==> src/rtl/stb_pkg.sv <==
// shared types and constants for the timer slot bank
package stb_pkg;

    localparam int NUM_SLOTS_DEF    = 32;
    localparam int PERIOD_WIDTH_DEF = 32;

    // fixed field widths of the request and result channels
    localparam int OP_W        = 2;
    localparam int SLOT_ID_W   = 5;
    localparam int PERIOD_IN_W = 32;
    localparam int MODE_W      = 2;
    localparam int STATUS_W    = 2;
    localparam int CNT_W       = 6;

    localparam logic [MODE_W-1:0] MODE_ONE_SHOT = 2'b01;
    localparam logic [MODE_W-1:0] MODE_PERIODIC = 2'b10;

    typedef enum logic [OP_W-1:0] {
        OP_TICK       = 2'd0,
        OP_REGISTER   = 2'd1,
        OP_UNREGISTER = 2'd2
    } op_t;

    typedef enum logic [STATUS_W-1:0] {
        STATUS_OK      = 2'd0,
        STATUS_INVALID = 2'd1,
        STATUS_NO_FREE = 2'd2
    } status_t;

    typedef enum logic [1:0] {
        S_IDLE,
        S_TICK,
        S_REG_ARM,
        S_RESP
    } state_t;

    // commands from the controller to the free slot list
    typedef struct packed {
        logic push;
        logic pop;
        logic rd_en;
    } fl_cmd_t;

    typedef struct packed {
        logic empty;
    } fl_stat_t;

endpackage

==> src/rtl/stb_if.sv <==
// request and result channel interfaces of the timer slot bank
interface stb_cmd_if
    import stb_pkg::*;
();
    logic                   valid;
    logic                   ready;
    logic [OP_W-1:0]        op;
    logic [SLOT_ID_W-1:0]   slot_id;
    logic [PERIOD_IN_W-1:0] period;
    logic [MODE_W-1:0]      mode;

    modport source (output valid, op, slot_id, period, mode, input ready);
    modport sink   (input valid, op, slot_id, period, mode, output ready);
endinterface

interface stb_rsp_if
    import stb_pkg::*;
();
    logic                 valid;
    logic                 ready;
    logic [STATUS_W-1:0]  status;
    logic [SLOT_ID_W-1:0] slot_out;
    logic                 fired;
    logic                 freed;
    logic [CNT_W-1:0]     expired_count;
    logic                 last;

    modport source (output valid, status, slot_out, fired, freed, expired_count, last,
                    input ready);
    modport sink   (input valid, status, slot_out, fired, freed, expired_count, last,
                    output ready);
endinterface

==> src/rtl/stb_ram.sv <==
// generic simple dual port ram with registered read
module stb_ram #(
    parameter int WIDTH = 32,
    parameter int DEPTH = 32
) (
    input  logic                     clk,
    input  logic                     wr_en,
    input  logic [$clog2(DEPTH)-1:0] wr_addr,
    input  logic [WIDTH-1:0]         wr_data,
    input  logic                     rd_en,
    input  logic [$clog2(DEPTH)-1:0] rd_addr,
    output logic [WIDTH-1:0]         rd_data
);

    logic [WIDTH-1:0] ram_reg [DEPTH];
    logic [WIDTH-1:0] rd_data_reg;

    always_ff @(posedge clk)
    begin
        if (wr_en)
        begin
            ram_reg[wr_addr] <= wr_data;
        end
        if (rd_en)
        begin
            rd_data_reg <= ram_reg[rd_addr];
        end
    end

    assign rd_data = rd_data_reg;

endmodule

==> src/rtl/stb_free_list.sv <==
// fifo of free slot numbers, kept in a ram with a fill count for the reset order
module stb_free_list
    import stb_pkg::*;
#(
    parameter int NUM_SLOTS = NUM_SLOTS_DEF
) (
    input  logic                         clk,
    input  logic                         rst_n,
    input  fl_cmd_t                      cmd,
    input  logic [$clog2(NUM_SLOTS)-1:0] push_slot,
    output logic [$clog2(NUM_SLOTS)-1:0] head_slot,
    output fl_stat_t                     stat
);

    localparam int SLOT_W = $clog2(NUM_SLOTS);
    localparam int IDX_W  = $clog2(NUM_SLOTS + 1);
    localparam logic [SLOT_W-1:0] LAST_PTR = SLOT_W'(NUM_SLOTS - 1);
    localparam logic [IDX_W-1:0]  FULL_CNT = IDX_W'(NUM_SLOTS);

    logic [SLOT_W-1:0] rd_ptr_reg, rd_ptr_next;
    logic [SLOT_W-1:0] wr_ptr_reg, wr_ptr_next;
    logic [IDX_W-1:0]  count_reg, count_next;
    logic [IDX_W-1:0]  fill_reg, fill_next;
    logic [SLOT_W-1:0] ram_rdata;

    stb_ram #(
        .WIDTH (SLOT_W),
        .DEPTH (NUM_SLOTS)
    ) u_ram (
        .clk     (clk),
        .wr_en   (cmd.push),
        .wr_addr (wr_ptr_reg),
        .wr_data (push_slot),
        .rd_en   (cmd.rd_en),
        .rd_addr (rd_ptr_reg),
        .rd_data (ram_rdata)
    );

    // positions past the fill count have not been written yet and read as their own index
    assign head_slot  = (IDX_W'(rd_ptr_reg) < fill_reg) ? ram_rdata : rd_ptr_reg;
    assign stat.empty = (count_reg == '0);

    always_comb
    begin
        rd_ptr_next = rd_ptr_reg;
        wr_ptr_next = wr_ptr_reg;
        count_next  = count_reg;
        fill_next   = fill_reg;
        if (cmd.push)
        begin
            wr_ptr_next = (wr_ptr_reg == LAST_PTR) ? '0 : wr_ptr_reg + 1'b1;
            if (fill_reg != FULL_CNT)
            begin
                fill_next = fill_reg + 1'b1;
            end
        end
        if (cmd.pop)
        begin
            rd_ptr_next = (rd_ptr_reg == LAST_PTR) ? '0 : rd_ptr_reg + 1'b1;
        end
        case ({cmd.push, cmd.pop})
            2'b10:   count_next = count_reg + 1'b1;
            2'b01:   count_next = count_reg - 1'b1;
            default: count_next = count_reg;
        endcase
    end

    always_ff @(posedge clk or negedge rst_n)
    begin
        if (!rst_n)
        begin
            rd_ptr_reg <= '0;
            wr_ptr_reg <= '0;
            count_reg  <= FULL_CNT;
            fill_reg   <= '0;
        end
        else
        begin
            rd_ptr_reg <= rd_ptr_next;
            wr_ptr_reg <= wr_ptr_next;
            count_reg  <= count_next;
            fill_reg   <= fill_next;
        end
    end

    assert property (@(posedge clk) disable iff (!rst_n) cmd.push |-> count_reg != FULL_CNT)
        else $error("free list overflow");
    assert property (@(posedge clk) disable iff (!rst_n) cmd.pop |-> count_reg != '0)
        else $error("free list underflow");

endmodule

==> src/rtl/software_timer_slot_bank.sv <==
// timer slot bank top level: request decode, tick walk and result register
//
// requests come in on cmd: op tick, register or unregister, with slot_id,
// period and mode. results go out on rsp; each result carries last, which
// marks the final result of its request.
// register and unregister give one result, written to the output register
// from the S_REG_ARM or S_RESP state that follows the request once rsp is free.
// a tick reads every slot once through the slot ram read ports, one slot per
// cycle while no fired result waits on rsp, then drains its last read and gives
// the summary. a fired slot gives one result before the summary.
// one request is worked on at a time; cmd.ready is high only when idle, and
// a request can be taken while the last result of the previous one still
// sits in the output register.
// when a fired slot meets a stalled rsp, the tick walk halts with the slot
// ram read held and resumes without losing a slot.
// reset empties the output register, frees all slots (free order 0 upward)
// and needs no clearing pass; the slot rams are written when a slot is armed.
module software_timer_slot_bank
    import stb_pkg::*;
#(
    parameter int NUM_SLOTS    = NUM_SLOTS_DEF,
    parameter int PERIOD_WIDTH = PERIOD_WIDTH_DEF
) (
    input  logic clk,
    input  logic rst_n,
    stb_cmd_if.sink   cmd,
    stb_rsp_if.source rsp
);

    localparam int SLOT_W = $clog2(NUM_SLOTS);
    localparam int IDX_W  = $clog2(NUM_SLOTS + 1);
    localparam int CFG_W  = PERIOD_WIDTH + 1;
    localparam logic [IDX_W-1:0] SLOT_CNT = IDX_W'(NUM_SLOTS);

    state_t state_reg, state_next;

    logic [NUM_SLOTS-1:0]    allocated_reg, allocated_next;
    logic [IDX_W-1:0]        rd_idx_reg, rd_idx_next;
    logic                    p_valid_reg, p_valid_next;
    logic [SLOT_W-1:0]       p_idx_reg, p_idx_next;
    logic [IDX_W-1:0]        cnt_reg, cnt_next;
    logic [PERIOD_WIDTH-1:0] arm_period_reg, arm_period_next;
    logic                    arm_one_shot_reg, arm_one_shot_next;
    status_t                 resp_status_reg, resp_status_next;
    logic [SLOT_ID_W-1:0]    resp_slot_reg, resp_slot_next;
    logic                    resp_release_reg, resp_release_next;

    logic                    rsp_valid_reg, rsp_valid_next;
    logic [STATUS_W-1:0]     rsp_status_reg, rsp_status_next;
    logic [SLOT_ID_W-1:0]    rsp_slot_reg, rsp_slot_next;
    logic                    rsp_fired_reg, rsp_fired_next;
    logic                    rsp_freed_reg, rsp_freed_next;
    logic [CNT_W-1:0]        rsp_cnt_reg, rsp_cnt_next;
    logic                    rsp_last_reg, rsp_last_next;

    logic                    accept;
    logic                    out_free;
    logic [PERIOD_WIDTH-1:0] period_eff;
    logic                    reg_ok;
    logic                    tick_done;

    logic                    slot_rd_en;
    logic                    rem_we;
    logic                    cfg_we;
    logic [SLOT_W-1:0]       slot_wr_addr;
    logic [PERIOD_WIDTH-1:0] rem_wdata;
    logic [PERIOD_WIDTH-1:0] rem_rdata;
    logic [CFG_W-1:0]        cfg_rdata;

    logic                    p_alloc;
    logic [PERIOD_WIDTH-1:0] p_dec;
    logic                    p_fire;
    logic                    p_stall;

    fl_cmd_t                 fl_cmd;
    fl_stat_t                fl_stat;
    logic [SLOT_W-1:0]       fl_push_slot;
    logic [SLOT_W-1:0]       fl_head;

    stb_ram #(
        .WIDTH (PERIOD_WIDTH),
        .DEPTH (NUM_SLOTS)
    ) u_rem_ram (
        .clk     (clk),
        .wr_en   (rem_we),
        .wr_addr (slot_wr_addr),
        .wr_data (rem_wdata),
        .rd_en   (slot_rd_en),
        .rd_addr (rd_idx_reg[SLOT_W-1:0]),
        .rd_data (rem_rdata)
    );

    // one-shot flag on top of the reload period
    stb_ram #(
        .WIDTH (CFG_W),
        .DEPTH (NUM_SLOTS)
    ) u_cfg_ram (
        .clk     (clk),
        .wr_en   (cfg_we),
        .wr_addr (slot_wr_addr),
        .wr_data ({arm_one_shot_reg, arm_period_reg}),
        .rd_en   (slot_rd_en),
        .rd_addr (rd_idx_reg[SLOT_W-1:0]),
        .rd_data (cfg_rdata)
    );

    stb_free_list #(
        .NUM_SLOTS (NUM_SLOTS)
    ) u_free_list (
        .clk       (clk),
        .rst_n     (rst_n),
        .cmd       (fl_cmd),
        .push_slot (fl_push_slot),
        .head_slot (fl_head),
        .stat      (fl_stat)
    );

    assign cmd.ready  = (state_reg == S_IDLE);
    assign accept     = cmd.valid && cmd.ready;
    assign out_free   = !rsp_valid_reg || rsp.ready;
    assign period_eff = PERIOD_WIDTH'(cmd.period);
    assign reg_ok     = ((cmd.mode == MODE_ONE_SHOT) || (cmd.mode == MODE_PERIODIC))
                        && (period_eff != '0) && !fl_stat.empty;
    assign tick_done  = !p_valid_reg && (rd_idx_reg == SLOT_CNT);

    // tick walk, second stage: slot data is back from the rams
    assign p_alloc = allocated_reg[p_idx_reg];
    assign p_dec   = rem_rdata - 1'b1;
    assign p_fire  = p_valid_reg && p_alloc && (p_dec == '0);
    assign p_stall = p_fire && !out_free;

    always_comb
    begin
        state_next = state_reg;
        case (state_reg)
            S_IDLE:
            begin
                if (accept)
                begin
                    if (cmd.op == OP_TICK)
                    begin
                        state_next = S_TICK;
                    end
                    else if ((cmd.op == OP_REGISTER) && reg_ok)
                    begin
                        state_next = S_REG_ARM;
                    end
                    else
                    begin
                        state_next = S_RESP;
                    end
                end
            end
            S_TICK:
            begin
                if (tick_done && out_free)
                begin
                    state_next = S_IDLE;
                end
            end
            S_REG_ARM, S_RESP:
            begin
                if (out_free)
                begin
                    state_next = S_IDLE;
                end
            end
            default: state_next = S_IDLE;
        endcase
    end

    always_comb
    begin
        allocated_next    = allocated_reg;
        rd_idx_next       = rd_idx_reg;
        p_valid_next      = p_valid_reg;
        p_idx_next        = p_idx_reg;
        cnt_next          = cnt_reg;
        arm_period_next   = arm_period_reg;
        arm_one_shot_next = arm_one_shot_reg;
        resp_status_next  = resp_status_reg;
        resp_slot_next    = resp_slot_reg;
        resp_release_next = resp_release_reg;

        slot_rd_en   = 1'b0;
        rem_we       = 1'b0;
        cfg_we       = 1'b0;
        slot_wr_addr = p_idx_reg;
        rem_wdata    = p_dec;
        fl_cmd       = '0;
        fl_push_slot = p_idx_reg;

        rsp_valid_next  = rsp_valid_reg && !rsp.ready;
        rsp_status_next = rsp_status_reg;
        rsp_slot_next   = rsp_slot_reg;
        rsp_fired_next  = rsp_fired_reg;
        rsp_freed_next  = rsp_freed_reg;
        rsp_cnt_next    = rsp_cnt_reg;
        rsp_last_next   = rsp_last_reg;

        case (state_reg)
            S_IDLE:
            begin
                if (accept)
                begin
                    resp_status_next  = STATUS_INVALID;
                    resp_slot_next    = '0;
                    resp_release_next = 1'b0;
                    case (cmd.op)
                        OP_TICK:
                        begin
                            rd_idx_next  = '0;
                            p_valid_next = 1'b0;
                            cnt_next     = '0;
                        end
                        OP_REGISTER:
                        begin
                            arm_period_next   = period_eff;
                            arm_one_shot_next = (cmd.mode == MODE_ONE_SHOT);
                            if (reg_ok)
                            begin
                                fl_cmd.rd_en = 1'b1;
                            end
                            else if (((cmd.mode == MODE_ONE_SHOT) ||
                                      (cmd.mode == MODE_PERIODIC)) && (period_eff != '0))
                            begin
                                resp_status_next = STATUS_NO_FREE;
                            end
                        end
                        OP_UNREGISTER:
                        begin
                            resp_slot_next = cmd.slot_id;
                            if ((32'(cmd.slot_id) < 32'(NUM_SLOTS)) &&
                                allocated_reg[SLOT_W'(cmd.slot_id)])
                            begin
                                resp_status_next  = STATUS_OK;
                                resp_release_next = 1'b1;
                            end
                        end
                        default:
                        begin
                            resp_status_next = STATUS_INVALID;
                        end
                    endcase
                end
            end
            S_TICK:
            begin
                if (!p_stall)
                begin
                    if (p_valid_reg && p_alloc)
                    begin
                        rem_we       = 1'b1;
                        slot_wr_addr = p_idx_reg;
                        rem_wdata    = (p_fire && !cfg_rdata[PERIOD_WIDTH]) ?
                                       cfg_rdata[PERIOD_WIDTH-1:0] : p_dec;
                    end
                    if (p_fire)
                    begin
                        rsp_valid_next  = 1'b1;
                        rsp_status_next = STATUS_OK;
                        rsp_slot_next   = SLOT_ID_W'(p_idx_reg);
                        rsp_fired_next  = 1'b1;
                        rsp_freed_next  = cfg_rdata[PERIOD_WIDTH];
                        rsp_cnt_next    = '0;
                        rsp_last_next   = 1'b0;
                        if (cfg_rdata[PERIOD_WIDTH])
                        begin
                            allocated_next[p_idx_reg] = 1'b0;
                            fl_cmd.push               = 1'b1;
                            fl_push_slot              = p_idx_reg;
                            cnt_next                  = cnt_reg + 1'b1;
                        end
                    end
                    // first stage: read the next slot
                    if (rd_idx_reg != SLOT_CNT)
                    begin
                        slot_rd_en   = 1'b1;
                        p_valid_next = 1'b1;
                        p_idx_next   = rd_idx_reg[SLOT_W-1:0];
                        rd_idx_next  = rd_idx_reg + 1'b1;
                    end
                    else
                    begin
                        p_valid_next = 1'b0;
                    end
                end
                if (tick_done && out_free)
                begin
                    rsp_valid_next  = 1'b1;
                    rsp_status_next = STATUS_OK;
                    rsp_slot_next   = '0;
                    rsp_fired_next  = 1'b0;
                    rsp_freed_next  = 1'b0;
                    rsp_cnt_next    = CNT_W'(cnt_reg);
                    rsp_last_next   = 1'b1;
                end
            end
            S_REG_ARM:
            begin
                if (out_free)
                begin
                    fl_cmd.pop              = 1'b1;
                    rem_we                  = 1'b1;
                    cfg_we                  = 1'b1;
                    slot_wr_addr            = fl_head;
                    rem_wdata               = arm_period_reg;
                    allocated_next[fl_head] = 1'b1;
                    rsp_valid_next          = 1'b1;
                    rsp_status_next         = STATUS_OK;
                    rsp_slot_next           = SLOT_ID_W'(fl_head);
                    rsp_fired_next          = 1'b0;
                    rsp_freed_next          = 1'b0;
                    rsp_cnt_next            = '0;
                    rsp_last_next           = 1'b1;
                end
            end
            S_RESP:
            begin
                if (out_free)
                begin
                    if (resp_release_reg)
                    begin
                        allocated_next[SLOT_W'(resp_slot_reg)] = 1'b0;
                        fl_cmd.push                            = 1'b1;
                        fl_push_slot                           = SLOT_W'(resp_slot_reg);
                    end
                    rsp_valid_next  = 1'b1;
                    rsp_status_next = resp_status_reg;
                    rsp_slot_next   = resp_slot_reg;
                    rsp_fired_next  = 1'b0;
                    rsp_freed_next  = 1'b0;
                    rsp_cnt_next    = '0;
                    rsp_last_next   = 1'b1;
                end
            end
            default:
            begin
                p_valid_next = 1'b0;
            end
        endcase
    end

    always_ff @(posedge clk or negedge rst_n)
    begin
        if (!rst_n)
        begin
            state_reg     <= S_IDLE;
            allocated_reg <= '0;
            rd_idx_reg    <= '0;
            p_valid_reg   <= 1'b0;
            cnt_reg       <= '0;
            rsp_valid_reg <= 1'b0;
        end
        else
        begin
            state_reg     <= state_next;
            allocated_reg <= allocated_next;
            rd_idx_reg    <= rd_idx_next;
            p_valid_reg   <= p_valid_next;
            cnt_reg       <= cnt_next;
            rsp_valid_reg <= rsp_valid_next;
        end
    end

    always_ff @(posedge clk)
    begin
        p_idx_reg        <= p_idx_next;
        arm_period_reg   <= arm_period_next;
        arm_one_shot_reg <= arm_one_shot_next;
        resp_status_reg  <= resp_status_next;
        resp_slot_reg    <= resp_slot_next;
        resp_release_reg <= resp_release_next;
        rsp_status_reg   <= rsp_status_next;
        rsp_slot_reg     <= rsp_slot_next;
        rsp_fired_reg    <= rsp_fired_next;
        rsp_freed_reg    <= rsp_freed_next;
        rsp_cnt_reg      <= rsp_cnt_next;
        rsp_last_reg     <= rsp_last_next;
    end

    assign rsp.valid         = rsp_valid_reg;
    assign rsp.status        = rsp_status_reg;
    assign rsp.slot_out      = rsp_slot_reg;
    assign rsp.fired         = rsp_fired_reg;
    assign rsp.freed         = rsp_freed_reg;
    assign rsp.expired_count = rsp_cnt_reg;
    assign rsp.last          = rsp_last_reg;

    assert property (@(posedge clk) disable iff (!rst_n)
        state_reg == S_REG_ARM |-> !fl_stat.empty)
        else $error("arming a slot with an empty free list");

    assert property (@(posedge clk) disable iff (!rst_n)
        cmd.ready |-> !p_valid_reg)
        else $error("tick walk still busy while idle");

    assert property (@(posedge clk) disable iff (!rst_n)
        (state_reg == S_TICK && tick_done && out_free)
        |=> (state_reg == S_IDLE) && rsp.valid && rsp.last && !rsp.fired)
        else $error("tick did not close with a summary result");

endmodule
==> src/flat_wrapper.sv <==
// flat-port wrapper written by rule: the top's interface ports become plain ports
module software_timer_slot_bank_flat import stb_pkg::*;
#(
    parameter int NUM_SLOTS    = NUM_SLOTS_DEF,
    parameter int PERIOD_WIDTH = PERIOD_WIDTH_DEF
)
  (clk, rst_n, cmd_valid, cmd_op, cmd_slot_id, cmd_period, cmd_mode, cmd_ready, rsp_valid, rsp_status, rsp_slot_out, rsp_fired, rsp_freed, rsp_expired_count, rsp_last, rsp_ready);
  stb_cmd_if cmd_i ();
  stb_rsp_if rsp_i ();
  input  logic clk;
  input  logic rst_n;
  input wire logic [$bits(cmd_i.valid)-1:0] cmd_valid;
  input wire logic [$bits(cmd_i.op)-1:0] cmd_op;
  input wire logic [$bits(cmd_i.slot_id)-1:0] cmd_slot_id;
  input wire logic [$bits(cmd_i.period)-1:0] cmd_period;
  input wire logic [$bits(cmd_i.mode)-1:0] cmd_mode;
  output wire logic [$bits(cmd_i.ready)-1:0] cmd_ready;
  output wire logic [$bits(rsp_i.valid)-1:0] rsp_valid;
  output wire logic [$bits(rsp_i.status)-1:0] rsp_status;
  output wire logic [$bits(rsp_i.slot_out)-1:0] rsp_slot_out;
  output wire logic [$bits(rsp_i.fired)-1:0] rsp_fired;
  output wire logic [$bits(rsp_i.freed)-1:0] rsp_freed;
  output wire logic [$bits(rsp_i.expired_count)-1:0] rsp_expired_count;
  output wire logic [$bits(rsp_i.last)-1:0] rsp_last;
  input wire logic [$bits(rsp_i.ready)-1:0] rsp_ready;
  assign cmd_i.valid = cmd_valid;
  assign cmd_i.op = cmd_op;
  assign cmd_i.slot_id = cmd_slot_id;
  assign cmd_i.period = cmd_period;
  assign cmd_i.mode = cmd_mode;
  assign cmd_ready = cmd_i.ready;
  assign rsp_valid = rsp_i.valid;
  assign rsp_status = rsp_i.status;
  assign rsp_slot_out = rsp_i.slot_out;
  assign rsp_fired = rsp_i.fired;
  assign rsp_freed = rsp_i.freed;
  assign rsp_expired_count = rsp_i.expired_count;
  assign rsp_last = rsp_i.last;
  assign rsp_i.ready = rsp_ready;
  software_timer_slot_bank #(.NUM_SLOTS(NUM_SLOTS), .PERIOD_WIDTH(PERIOD_WIDTH)) u_core (.clk(clk), .rst_n(rst_n), .cmd(cmd_i), .rsp(rsp_i));
endmodule
==> config.mk <==
export PLATFORM = sky130hd
export DESIGN_NAME = software_timer_slot_bank_flat
export DESIGN_NICKNAME = d
export VERILOG_FILES = /design/src/rtl/stb_pkg.sv /design/src/rtl/stb_if.sv /design/src/rtl/stb_ram.sv /design/src/rtl/stb_free_list.sv /design/src/rtl/software_timer_slot_bank.sv /design/src/flat_wrapper.sv
export SDC_FILE = /design/constraint.sdc
export NUM_CORES = 2
export LEC_CHECK = 0
export CELL_PAD_IN_SITES_DETAIL_PLACEMENT = 1
export CELL_PAD_IN_SITES_GLOBAL_PLACEMENT = 1
export CORE_AREA = 4 4 450 452
export CTS_CLUSTER_DIAMETER = 30
export DETAILED_ROUTE_END_ITERATION = 10
export DIE_AREA = 0 0 454 456
export DONT_BUFFER_PORTS = 1
export GPL_TIMING_DRIVEN = 1
export PLACE_DENSITY = 0.78
export SLEW_MARGIN = 40
export SYNTH_ARGS = -nofsm -noshare
export SYNTH_HDL_FRONTEND = slang
export SYNTH_HIERARCHICAL = 1
export SYNTH_SLANG_ARGS = --single-unit
==> constraint.sdc <==
create_clock -name clk -period 5.5 [get_ports clk]
set_input_delay 0.825 -clock clk [delete_from_list [all_inputs] [get_ports clk]]
set_output_delay 0.825 -clock clk [all_outputs]
set_load 0.005 [all_outputs]
==> impl_metrics.env <==
export IMPL_run_status="completed"
export IMPL_synth_warnings=6
export IMPL_fp_dieW_um=454
export IMPL_hold_path_class="input port to flip-flop"
export IMPL_dpl_hpwl_mm=169
export IMPL_syn_inst=5900
export IMPL_multiInputGateArea_mm2=0.0243
export IMPL_clk_pin_slew_ns=0.05
export IMPL_slew_violations=0
export IMPL_numCtsBuffers=461
export IMPL_largest_reg_flops=1056
export IMPL_seqCellArea_mm2=0.0730
export IMPL_dieArea_mm2=0.207
export IMPL_p_sw_mw=22.7
export IMPL_avgSynthCellArea_um2=16.7
export IMPL_synth_top_area_share=0.722
export IMPL_wire_per_inst_um=34.5
export IMPL_crit_required_ns=6.39
export IMPL_worst_path_max_fanout=12
export IMPL_internal_power_mw=47.8
export IMPL_h_tree_depth=5
export IMPL_initial_core_util=0.496
export IMPL_finalCritPeriodShare=0.912
export IMPL_p_leak_nw=40.8
export IMPL_grt_usage=0.309
export IMPL_critPathKind="flip-flop to flip-flop"
export IMPL_synth_area_leader_cell="edfxtp_1"
export IMPL_fin_setup_tns_ns=0
export IMPL_syn_area_mm2=0.0986
export IMPL_cts_buffer_depth=4
export IMPL_dp_slack_ns=0.625
export IMPL_clk_latency_ns=1.02
export IMPL_drt_pass1_iterations=6
export IMPL_yosysSeqAreaShare=0.740
export IMPL_synthTopCellsByArea="edfxtp_1 (72%), mux2i_1 (11%), dfrtp_1 (1.8%)"
export IMPL_fill_cells=17300
export IMPL_ant_nets=0
export IMPL_overflow=0
export IMPL_cts_root_buf="clkbuf_16"
export IMPL_synth_flop_cell="edfxtp_1"
export IMPL_postLayoutCellArea_mm2=0.120
export IMPL_drc=0
export IMPL_synth_cell_types=78
export IMPL_area_growth_pct=21.4
export IMPL_power_frac_comb=0.244
export IMPL_port_buffers=0
export IMPL_grt_setup_unrepaired="no"
export IMPL_gp_congestion=0.859
export IMPL_finalWorstSetupSlack_ns=0.484
export IMPL_drtIter0Drc=7285
export IMPL_ctsResizeCount=0
export IMPL_cp_start_kind="flip-flop"
export IMPL_pwr_share_seq=0.348
export IMPL_ys_ff_latch=2442
export IMPL_min_period_ns=5.02
export IMPL_synth_edf_count=2372
export IMPL_r2r_setup_slack_ns=0.48
export IMPL_hold_violations=0
export IMPL_grt_max_degree=93
export IMPL_grt_pass1_wl_mm=466
export IMPL_synth_nets=5971
export IMPL_skew_ns=0.0710
export IMPL_cts_sinks=2442
export IMPL_cts_tree="done"
export IMPL_cp_arrival_ns=5.91
export IMPL_synthArstFlopShare=0.0287
export IMPL_pwr_density_cell_mw_per_mm2=589
export IMPL_fin_nets=6392
export IMPL_post_synth_top_count_cell="edfxtp_1"
export IMPL_die_h_um=456
export IMPL_ios=63
export IMPL_viasPerCell=6.46
export IMPL_vdd_drop_max_mv=0.437
export IMPL_finalWirelength_mm=323
export IMPL_num_rows=164
export IMPL_yosys_top_cells_count="edfxtp_1 (2372), mux2i_1 (1059), nand2_1 (307), a21oi_1 (266), nand3_1 (244)"
export IMPL_placed_area_mm2=0.104
export IMPL_vias=60400
export IMPL_grt_pass1_vias=65100
export IMPL_coreArea_mm2=0.199
export IMPL_fmax_mhz=199
export IMPL_finalSetupViolCount=0
export IMPL_swShare=0.322
export IMPL_crit_path_end_kind="flip-flop"
export IMPL_maxCapViolations=0
export IMPL_pwr_share_clk=0.408
export IMPL_final_layout_size_suffix_gt1_frac=0.187
export IMPL_slew_headroom=0.399
export IMPL_worst_pin_slew_ns=0.900
export IMPL_antenna_found_initial=10
## layer usage
layer | vias up | track usage | wire, um
li1 | 24400 | - | -
met1 | 31400 | 0.387 | 118000
met2 | 3755 | 0.520 | 162000
met3 | 883 | 0.0608 | 27000
met4 | 12 | 0.143 | 16200
met5 | - | 0 | 85
## cell usage in the layout, fill, tap and decap left out, drive strengths merged, types with 16 or more instances in the layout
cell,count
and2,22
nor4,27
inv,76
mux4,60
nor2,172
nand2,308
or3b,16
dlygate4sd3,33
o22ai,34
buf,268
mux2,20
a21oi,266
nand3b,28
clkbuf,506
edfxtp,2372
nand4,16
clkinv,163
a22o,133
clkinvlp,49
a22oi,197
bufinv,69
mux2i,1059
a31oi,104
ha,26
or3,17
nor3,87
o21ai,82
nand3,244
dfrtp,69
xnor2,24
## kinds of logic (layout without fill, tap and decap cells)
group	Yosys count	count (layout)	synth area share
and+or+nand+nor	1018	1018	0.0504
muxes	1139	1139	0.123
AOI/OAI and AO/OA	865	865	0.0578
adders and majority gates	26	26	0.00330
buffers and inverters	372	1164	0.0216
other	0	4	0
xor gates and xnor gates	38	38	0.00337
DFF	2442	2442	0.740
## final timing paths
path                                                 from                               end  depth (start not counted)
hold reg to reg            u_core/u_free_list/fill_reg[3]    u_core/u_free_list/fill_reg[3]                          1
hold / removal                             cmd_slot_id[3]           u_core/resp_slot_reg[3]                          1
setup / recovery              u_core/u_rem_ram/rd_data[0]   u_core/u_free_list/count_reg[4]                         17
setup reg to reg              u_core/u_rem_ram/rd_data[0]   u_core/u_free_list/count_reg[4]                         17
min in group asynchronous                           rst_n  u_core/u_free_list/wr_ptr_reg[2]                          2
max in group asynchronous                           rst_n              u_core/rd_idx_reg[0]                          2
## power by group through the flow
| stage | clock network (mW) | registers, mW | logic [mW] |
|---|---|---|---|
| finish | 28.8 | 24.5 | 17.2 |
| global route | 30.0 | 24.6 | 17.9 |
| CTS | 29.0 | 24.5 | 16.9 |
| detailed placement | 0 | 24.8 | 16.3 |
| global placement | 0 | 24.7 | 15.5 |
| floorplan | 0 | 24.6 | 10.3 |
## per-stage QoR
stage               total power [mW]  hold WS (ns)   util  std cells
finish                          70.5        0.0526  0.602       9352
floorplan                       34.9         0.467      -       5900
CTS                             70.3        0.0101  0.602       9348
global placement                40.2         0.489  0.520       8466
detailed placement              41.1         0.519  0.521       8480
global route                    72.4        0.0222  0.602       9348
## layout make-up
class,count,share of cell area
Sequential cell,2442,0.610
Clock buffer,506,0.0989
Clock inverter,328,0.0314
Inverter,29,0.000910
Multi-Input combinational cell,3086,0.203
Antenna cell,4,0.0000836
Tap cell,2656,0.0278
Timing Repair Buffer,301,0.0281
## critical path, cell delays in order, from the launching register on
cell      delay [ns]
edfxtp_1        0.53
inv_1           0.16
ha_1            0.26
nor3b_4         0.32
nand4_2         0.29
nor4b_1         0.42
o211ai_1        0.31
or3b_1          0.48
nor3_2          0.29
a21o_1          0.20
inv_1           0.14
ha_1            0.38
xor2_1          0.21
ha_1            0.26
a211oi_1        0.24
a21oi_1         0.07
a31oi_1         0.23
xnor2_1         0.14
## what timing repair did
item                      in CTS  in global routing
hold endpoints to repair     102                  0
hold buffers                  34                  0
setup buffers                  0                  0
(Power assumes the default switching activity.)
